**src/rtl/arp_pkg.sv**
```systemverilog
`default_nettype none
package arp_pkg;

  localparam logic       OPN_RESOLVE    = 1'b0;
  localparam logic       OPN_PACKET     = 1'b1;
  localparam logic [15:0] HW_ETHERNET   = 16'h0001;
  localparam logic [15:0] PROTO_IPV4    = 16'h0800;
  localparam logic [7:0]  HW_ADDR_LEN   = 8'd6;
  localparam logic [7:0]  PROTO_ADDR_LEN = 8'd4;
  localparam logic [15:0] ARP_OP_REQUEST = 16'd1;
  localparam logic [15:0] ARP_OP_REPLY   = 16'd2;
  localparam logic [15:0] ARP_OP_NONE    = 16'd0;
  localparam logic [47:0] MAC_BCAST     = 48'hFFFF_FFFF_FFFF;
  localparam int          MCAST_BIT     = 40;

  localparam logic [1:0]  CFG_OWN_IP    = 2'd0;
  localparam logic [1:0]  CFG_OWN_MAC   = 2'd1;
  localparam logic [1:0]  CFG_MAX_LIFE  = 2'd2;
  localparam logic [15:0] MAX_LIFE_RST  = 16'd60;

  typedef enum logic [2:0] {
    K_HIT     = 3'd0,
    K_REQUEST = 3'd1,
    K_REPLY   = 3'd2,
    K_LEARNED = 3'd3,
    K_DROPPED = 3'd4,
    K_INVALID = 3'd5
  } kind_t;

  typedef enum logic [1:0] {
    ST_EMPTY     = 2'd0,
    ST_REQUESTED = 2'd1,
    ST_VALID     = 2'd2
  } entry_st_t;

  typedef enum logic [2:0] {
    CMD_RESOLVE = 3'd0,
    CMD_REPLY   = 3'd1,
    CMD_LEARN   = 3'd2,
    CMD_DROP    = 3'd3,
    CMD_INVALID = 3'd4
  } cmd_t;

  typedef enum logic [0:0] {
    BK_IDLE = 1'b0,
    BK_EVAL = 1'b1
  } back_state_t;

  typedef struct packed {
    logic        operation;
    logic [31:0] now_sec;
    logic [15:0] hw_type;
    logic [15:0] proto_type;
    logic [7:0]  hw_len;
    logic [7:0]  proto_len;
    logic [15:0] arp_op;
    logic [47:0] sender_mac;
    logic [31:0] sender_ip;
    logic [31:0] target_ip;
    logic [47:0] frame_src_mac;
  } arp_in_t;

  typedef struct packed {
    kind_t       kind;
    logic [47:0] resolved_mac;
    logic [47:0] frame_dest_mac;
    logic [15:0] arp_op_out;
    logic [47:0] target_mac_out;
    logic [31:0] sender_ip_out;
    logic [31:0] target_ip_out;
    logic        release_waiting;
  } arp_out_t;

  typedef struct packed {
    cmd_t        cmd;
    logic [7:0]  slot_octet;
    logic [31:0] now_sec;
    logic [47:0] sender_mac;
    logic [31:0] sender_ip;
    logic [31:0] target_ip;
    logic [47:0] frame_src_mac;
  } queue_item_t;

  typedef struct packed {
    logic [31:0] own_ip;
    logic [15:0] max_life;
  } arp_cfg_t;

endpackage
`default_nettype wire

```
**src/rtl/arp_cache_and_responder.sv**
```systemverilog
// ARP cache and responder, direct-mapped, one result per request.
// Input channel in_valid/in_ready/in_data carries a resolve or a received
// ARP packet; result channel out_valid/out_ready/out_data carries one result
// per request, in order. Configuration writes use cfg_we/cfg_index/cfg_wdata
// and take effect at the next edge; write them only while the block is idle.
// Requests are classified on entry and held in a two-deep queue, so
// in_ready stays high until two requests wait behind the table stage.
// The table stage first reads the entry (registered memory read), then
// evaluates it, updates the entry and loads the output register. It pops the
// next request from the queue only after that load, so it works on one
// request at a time while the queue goes on accepting requests until full.
// While out_ready is low the result is held, the table stage stops after
// one further request and the queue fills, then in_ready drops.
// Synchronous reset marks every entry empty at once, sets own_ip to zero
// and max_life to 60; there is no clearing pass.
`default_nettype none
module arp_cache_and_responder #(
  parameter int TABLE_ENTRIES = 16
) (
  input  logic              clk,
  input  logic              rst_n,
  input  logic              in_valid,
  output logic              in_ready,
  input  arp_pkg::arp_in_t  in_data,
  output logic              out_valid,
  input  logic              out_ready,
  output arp_pkg::arp_out_t out_data,
  input  logic              cfg_we,
  input  logic [1:0]        cfg_index,
  input  logic [47:0]       cfg_wdata
);
  import arp_pkg::*;

  logic [31:0]  own_ip_r;
  logic [15:0]  max_life_r;
  arp_cfg_t     cfg;
  queue_item_t  front_item, head_item;
  logic         q_full, q_push, q_pop, q_valid;

  assign cfg.own_ip   = own_ip_r;
  assign cfg.max_life = max_life_r;
  assign in_ready     = !q_full;
  assign q_push       = in_valid && !q_full;

  always_ff @(posedge clk) begin
    if (!rst_n) begin
      own_ip_r   <= 32'd0;
      max_life_r <= MAX_LIFE_RST;
    end else if (cfg_we) begin
      unique case (cfg_index)
        CFG_OWN_IP:   own_ip_r   <= cfg_wdata[31:0];
        CFG_OWN_MAC:  ;
        CFG_MAX_LIFE: max_life_r <= cfg_wdata[15:0];
        default:      ;
      endcase
    end
  end

  arp_front u_front (
    .in_data (in_data),
    .cfg     (cfg),
    .item    (front_item)
  );

  arp_req_fifo u_queue (
    .clk        (clk),
    .rst_n      (rst_n),
    .push       (q_push),
    .push_item  (front_item),
    .full       (q_full),
    .pop        (q_pop),
    .head_item  (head_item),
    .head_valid (q_valid)
  );

  arp_back #(
    .TABLE_ENTRIES (TABLE_ENTRIES)
  ) u_back (
    .clk       (clk),
    .rst_n     (rst_n),
    .q_item    (head_item),
    .q_valid   (q_valid),
    .q_pop     (q_pop),
    .cfg       (cfg),
    .out_data  (out_data),
    .out_valid (out_valid),
    .out_ready (out_ready)
  );

endmodule
`default_nettype wire

```
**src/rtl/arp_front.sv**
```systemverilog
`default_nettype none
module arp_front (
  input  arp_pkg::arp_in_t     in_data,
  input  arp_pkg::arp_cfg_t    cfg,
  output arp_pkg::queue_item_t item
);
  import arp_pkg::*;

  logic header_ok;

  assign header_ok = (in_data.hw_type == HW_ETHERNET) && (in_data.proto_type == PROTO_IPV4) &&
                     (in_data.hw_len == HW_ADDR_LEN) && (in_data.proto_len == PROTO_ADDR_LEN);

  always_comb begin
    item.now_sec       = in_data.now_sec;
    item.sender_mac    = in_data.sender_mac;
    item.sender_ip     = in_data.sender_ip;
    item.target_ip     = in_data.target_ip;
    item.frame_src_mac = in_data.frame_src_mac;
    item.slot_octet    = in_data.target_ip[7:0];
    item.cmd           = CMD_INVALID;
    priority if (in_data.operation == OPN_RESOLVE) begin
      item.cmd = CMD_RESOLVE;
    end else if (!header_ok) begin
      item.cmd = CMD_INVALID;
    end else if (in_data.arp_op == ARP_OP_REQUEST) begin
      item.cmd = (in_data.target_ip == cfg.own_ip) ? CMD_REPLY : CMD_DROP;
    end else if (in_data.arp_op == ARP_OP_REPLY) begin
      item.slot_octet = in_data.sender_ip[7:0];
      if ((in_data.target_ip != cfg.own_ip) || in_data.sender_mac[MCAST_BIT]) begin
        item.cmd = CMD_INVALID;
      end else begin
        item.cmd = CMD_LEARN;
      end
    end else begin
      item.cmd = CMD_INVALID;
    end
  end

endmodule
`default_nettype wire

```
**src/rtl/arp_queue.sv**
```systemverilog
`default_nettype none
module arp_req_fifo (
  input  logic                 clk,
  input  logic                 rst_n,
  input  logic                 push,
  input  arp_pkg::queue_item_t push_item,
  output logic                 full,
  input  logic                 pop,
  output arp_pkg::queue_item_t head_item,
  output logic                 head_valid
);
  import arp_pkg::*;

  localparam logic [1:0] QDEPTH = 2'd2;

  queue_item_t slot_r [2];
  logic [1:0]  count_r, count_nxt;
  logic        wr_ptr_r, rd_ptr_r;

  assign full       = (count_r == QDEPTH);
  assign head_valid = (count_r != 2'd0);
  assign head_item  = slot_r[rd_ptr_r];

  always_comb begin
    unique case ({push, pop})
      2'b10:   count_nxt = count_r + 2'd1;
      2'b01:   count_nxt = count_r - 2'd1;
      default: count_nxt = count_r;
    endcase
  end

  always_ff @(posedge clk) begin
    if (!rst_n) begin
      count_r  <= 2'd0;
      wr_ptr_r <= 1'b0;
      rd_ptr_r <= 1'b0;
    end else begin
      count_r <= count_nxt;
      if (push) wr_ptr_r <= ~wr_ptr_r;
      if (pop)  rd_ptr_r <= ~rd_ptr_r;
    end
  end

  always_ff @(posedge clk) begin
    if (push) slot_r[wr_ptr_r] <= push_item;
  end

endmodule
`default_nettype wire

```
**src/rtl/arp_back.sv**
```systemverilog
`default_nettype none
module arp_back #(
  parameter int TABLE_ENTRIES = 16
) (
  input  logic                 clk,
  input  logic                 rst_n,
  input  arp_pkg::queue_item_t q_item,
  input  logic                 q_valid,
  output logic                 q_pop,
  input  arp_pkg::arp_cfg_t    cfg,
  output arp_pkg::arp_out_t    out_data,
  output logic                 out_valid,
  input  logic                 out_ready
);
  import arp_pkg::*;

  localparam int         IDX_W    = $clog2(TABLE_ENTRIES);
  localparam logic [7:0] IDX_MASK = 8'(TABLE_ENTRIES - 1);
  localparam logic [8:0] DEPTH    = 9'(TABLE_ENTRIES);

  back_state_t      state_r, state_nxt;
  queue_item_t      item_r;
  logic [IDX_W-1:0] idx_r, head_idx;
  logic [7:0]       head_masked;
  logic [47:0]      mem_mac  [TABLE_ENTRIES];
  logic [31:0]      mem_time [TABLE_ENTRIES];
  logic [47:0]      rd_mac_r;
  logic [31:0]      rd_time_r;
  entry_st_t        status_r [TABLE_ENTRIES];
  entry_st_t        cur_status, status_wdata;
  logic             status_we, mem_we, load;
  logic [32:0]      limit;
  logic             expired;
  logic             out_valid_r;
  arp_out_t         out_data_r, out_data_nxt;

  assign head_masked = q_item.slot_octet & IDX_MASK;
  assign head_idx    = ({1'b0, head_masked} < DEPTH) ? head_masked[IDX_W-1:0] : '0;
  assign cur_status  = status_r[idx_r];
  assign limit       = {1'b0, rd_time_r} + {17'd0, cfg.max_life};
  assign expired     = ({1'b0, item_r.now_sec} > limit);
  assign out_valid   = out_valid_r;
  assign out_data    = out_data_r;

  always_ff @(posedge clk) begin
    if (!rst_n) begin
      state_r <= BK_IDLE;
    end else begin
      state_r <= state_nxt;
    end
  end

  always_comb begin
    state_nxt = state_r;
    q_pop     = 1'b0;
    load      = 1'b0;
    unique case (state_r)
      BK_IDLE: begin
        if (q_valid) begin
          q_pop     = 1'b1;
          state_nxt = BK_EVAL;
        end
      end
      BK_EVAL: begin
        if (!out_valid_r || out_ready) begin
          load      = 1'b1;
          state_nxt = BK_IDLE;
        end
      end
    endcase
  end

  always_comb begin
    out_data_nxt      = '0;
    out_data_nxt.kind = K_INVALID;
    status_wdata      = ST_REQUESTED;
    status_we         = 1'b0;
    mem_we            = 1'b0;
    unique case (item_r.cmd)
      CMD_RESOLVE: begin
        if ((cur_status == ST_VALID) && !expired) begin
          out_data_nxt.kind         = K_HIT;
          out_data_nxt.resolved_mac = rd_mac_r;
        end else begin
          status_we                   = load;
          status_wdata                = ST_REQUESTED;
          out_data_nxt.kind           = K_REQUEST;
          out_data_nxt.frame_dest_mac = MAC_BCAST;
          out_data_nxt.arp_op_out     = ARP_OP_REQUEST;
          out_data_nxt.sender_ip_out  = cfg.own_ip;
          out_data_nxt.target_ip_out  = item_r.target_ip;
        end
      end
      CMD_REPLY: begin
        out_data_nxt.kind           = K_REPLY;
        out_data_nxt.frame_dest_mac = item_r.frame_src_mac;
        out_data_nxt.arp_op_out     = ARP_OP_REPLY;
        out_data_nxt.target_mac_out = item_r.frame_src_mac;
        out_data_nxt.sender_ip_out  = cfg.own_ip;
        out_data_nxt.target_ip_out  = item_r.sender_ip;
      end
      CMD_LEARN: begin
        status_we                    = load;
        mem_we                       = load;
        status_wdata                 = ST_VALID;
        out_data_nxt.kind            = K_LEARNED;
        out_data_nxt.release_waiting = (cur_status == ST_REQUESTED);
      end
      CMD_DROP: begin
        out_data_nxt.kind = K_DROPPED;
      end
      default: begin
        out_data_nxt.kind       = K_INVALID;
        out_data_nxt.arp_op_out = ARP_OP_NONE;
      end
    endcase
  end

  always_ff @(posedge clk) begin
    if (!rst_n) begin
      for (int i = 0; i < TABLE_ENTRIES; i++) status_r[i] <= ST_EMPTY;
    end else if (status_we) begin
      status_r[idx_r] <= status_wdata;
    end
  end

  always_ff @(posedge clk) begin
    if (q_pop) begin
      item_r    <= q_item;
      idx_r     <= head_idx;
      rd_mac_r  <= mem_mac[head_idx];
      rd_time_r <= mem_time[head_idx];
    end
    if (mem_we) begin
      mem_mac[idx_r]  <= item_r.sender_mac;
      mem_time[idx_r] <= item_r.now_sec;
    end
  end

  always_ff @(posedge clk) begin
    if (!rst_n) begin
      out_valid_r <= 1'b0;
    end else if (load) begin
      out_valid_r <= 1'b1;
    end else if (out_ready) begin
      out_valid_r <= 1'b0;
    end
  end

  always_ff @(posedge clk) begin
    if (load) out_data_r <= out_data_nxt;
  end

endmodule
`default_nettype wire

```
**config.mk**
```make
export PLATFORM = sky130hd
export DESIGN_NAME = arp_cache_and_responder
export DESIGN_NICKNAME = d
export VERILOG_FILES = /design/src/rtl/arp_pkg.sv /design/src/rtl/arp_cache_and_responder.sv /design/src/rtl/arp_front.sv /design/src/rtl/arp_queue.sv /design/src/rtl/arp_back.sv
export SDC_FILE = /design/constraint.sdc
export NUM_CORES = 2
export LEC_CHECK = 0
export BUFFER_PORTS_ARGS = -buffer_cell sky130_fd_sc_hd__buf_4
export CAP_MARGIN = 5
export CORE_ASPECT_RATIO = 0.6
export CORE_MARGIN = 3
export CORE_UTILIZATION = 45
export DETAILED_ROUTE_END_ITERATION = 16
export GPL_TIMING_DRIVEN = 1
export HOLD_SLACK_MARGIN = 0.15
export PLACE_DENSITY = 0.65
export SYNTH_ARGS = -nofsm -noshare
export SYNTH_HDL_FRONTEND = slang
export SYNTH_HIERARCHICAL = 1
export SYNTH_SLANG_ARGS = --single-unit
```
**constraint.sdc**
```tcl
create_clock -name clk -period 11.13 [get_ports clk]
set_input_delay 0 -clock clk [delete_from_list [all_inputs] [get_ports clk]]
set_output_delay 0 -clock clk [all_outputs]
set_load 0.02 [all_outputs]
```
==> results.cfg <==
[status]
status = finished clean

[setup_path]
cp_top_family = compound AO/OA/AOI/OAI gates
timing.critical_path.fanout_max = 58
crit_buf_inv = 1
cpPeakStageDelay_ns = 0.82
arrival_ns = 6.97
cp-end-kind = flip-flop
path_class = flip-flop to flip-flop
required_ns = 11.64
path_cells = ha_1, fa_1, a21o_1, nand4_1, a21oi_1, or3b_2, and3_1, nand2_1, xor2_1, ha_1, a21oi_1, o21ai_1, or4_1, a211oi_2, a211oi_2, a21oi_4, buf_4, o21bai_1
timing.critical_path.from_type = flip-flop
cp_slowest_cell = a21oi_4

[floorplanning]
rows = 125
die_h_um = 349
core-area_um2 = 194000
dieWidth_um = 577
ios = 542
initial_core_util_pct = 45.4
dieArea_um2 = 201000

[timing]
worst_slew_pin_slew_ns = 1.25
min_period_ns = 6.46
slew_headroom_pct = 16.0
hold_viol = 0
setup-tns-final_ns = 0
skew_ns = 0.0461
fmax_mhz = 155
rsz0062_at_grt = false
fin_crit_sh_pct = 58.0
slew_viol_final = 0
setup_viol = 0

[placement]
dp_hpwl_mm = 110
dp_cells = 7025
finalWeightedCongestion = 0.829
io_buffer_count = 511

[clocking]
cts_buffer_depth = 4
cts_setup_buffers = 0
clk_latency_ns = 0.84
postCtsHoldBufs = 514
cts_buffers = 203
ctsResizeCount = 0
clkTransAtPathRegs_ns = 0.07
cts_tree = done
cts_root_buf = clkbuf_16
cts_sinks = 2262
cts.htree.levels = 4

[detailed_routing]
finalWirelength_mm = 203
ant_nets = 0
viasPerCell = 5.53
avgRoutedWirePerCell_um = 25.7
drc = 0
first_pass_iters = 9
drtIter0Drc = 4163
vias = 43700

[synth]
yosysWarningCount = 6
synthesis.area_um2 = 88100
syn_inst = 4223
syn-mean-instance-area_um2 = 20.9

[grt]
grt_max_degree = 133
grt_pass1_vias = 44600
grt_pass1_wl_mm = 299
antenna_found_initial = 4
grt_usage_pct = 19.9
grt_overflow_total = 0

[power_and_ir_drop]
ir_drop_mv = 0.407
pwr_density_cell_nw_per_um2 = 241
p_leak_nw = 35.6

[cells_and_area]
fin_nets = 5503
layout_common_cells = 2203 x edfxtp_1, 580 x buf_4, 514 x dlygate4sd3_1
fin_cells = 7900
areaGrowthSynthToFinish_pct = 19.2
drive_gt1_share_pct = 28.7
fill_cells = 14600
mostFrequentLayoutCell = edfxtp_1

[run]
maxCapViolations = 0

[min_path]
hold_path.class = input pin to flip-flop
-- registers in the layout, summed over array words and instances, names as in the netlist, 2 cells and up, named ones only --
name              count
u_back/rd_time_r     32
u_back/item_r       195
u_back/mem_mac      768
u_queue/count_r       2
u_back/out_data     214
u_back/idx_r          4
max_life_r           16
own_ip_r             32
u_queue/slot_r      398
u_back/status_r      32
u_back/rd_mac_r      48
u_back/mem_time     512
-- final timing paths --
check / from / end / slack [ns] / cells past startpoint
worst max-delay path: u_back/rd_time_r[0]$_DFFE_PP_ / u_back/out_data[157]$_DFFE_PP_ / 4.67 / 18
worst min-delay path: cfg_wdata[4] / max_life_r[4]$_SDFFE_PN1P_ / 0.20 / 4
worst max register to register: u_back/rd_time_r[0]$_DFFE_PP_ / u_back/out_data[157]$_DFFE_PP_ / 4.67 / 18
worst min register to register: max_life_r[12]$_SDFFE_PN0P_ / max_life_r[12]$_SDFFE_PN0P_ / 0.47 / 2
-- stage by stage --
step / power (mW) / area, um2 / utilization (%) / worst slack, ns / hold slack [ns]
finish: 25.3 / 105000 / 54.1 / 4.67 / 0.203
global placement: 18.4 / 93500 / 48.2 / 4.91 / 0.185
global route: 26.4 / 105000 / 54.1 / 4.34 / 0.183
CTS: 25.5 / 105000 / 54.1 / 4.72 / 0.153
detailed placement: 18.5 / 93500 / 48.2 / 4.78 / 0.188
floorplan: 16.5 / 88100 / - / 1.25 / 0.118
-- where the power goes --
group	switching (mW)	total [mW]	internal, mW	leakage, nW
sequential	0.879	12.3	11.4	20.7
clock	3.05	6.88	3.83	3.14
combinational	3.52	6.13	2.61	11.7
-- layout make-up --
cell class              instances  area (um2)  area share, %
clock inverters               112        1080           1.03
well taps                    2603        3260           3.10
repair buffers               1097        9560           9.10
clock buffers                 247        5300           5.04
diodes                          2        5.00        0.00477
flip-flops and latches       2262       67300           64.1
multi-input cells            1523       18300           17.4
inverters                      54         210          0.200
-- layer usage --
metal  global-route usage (%)  part of all wire [%]
met1                     29.4                    43
met2                     31.5                    48
met3                     3.01                   6.4
met4                     4.62                   2.2
met5                        0                     0
-- worst min-delay path, delay by kind of cell --
kind / cells / cell delay, ns
and+or+nand+nor: 1 / 0.17
buffers and inverters: 2 / 0.65
AOI/OAI and AO/OA: 1 / 0.14
Note: power is estimated with default switching activity, not from simulation.
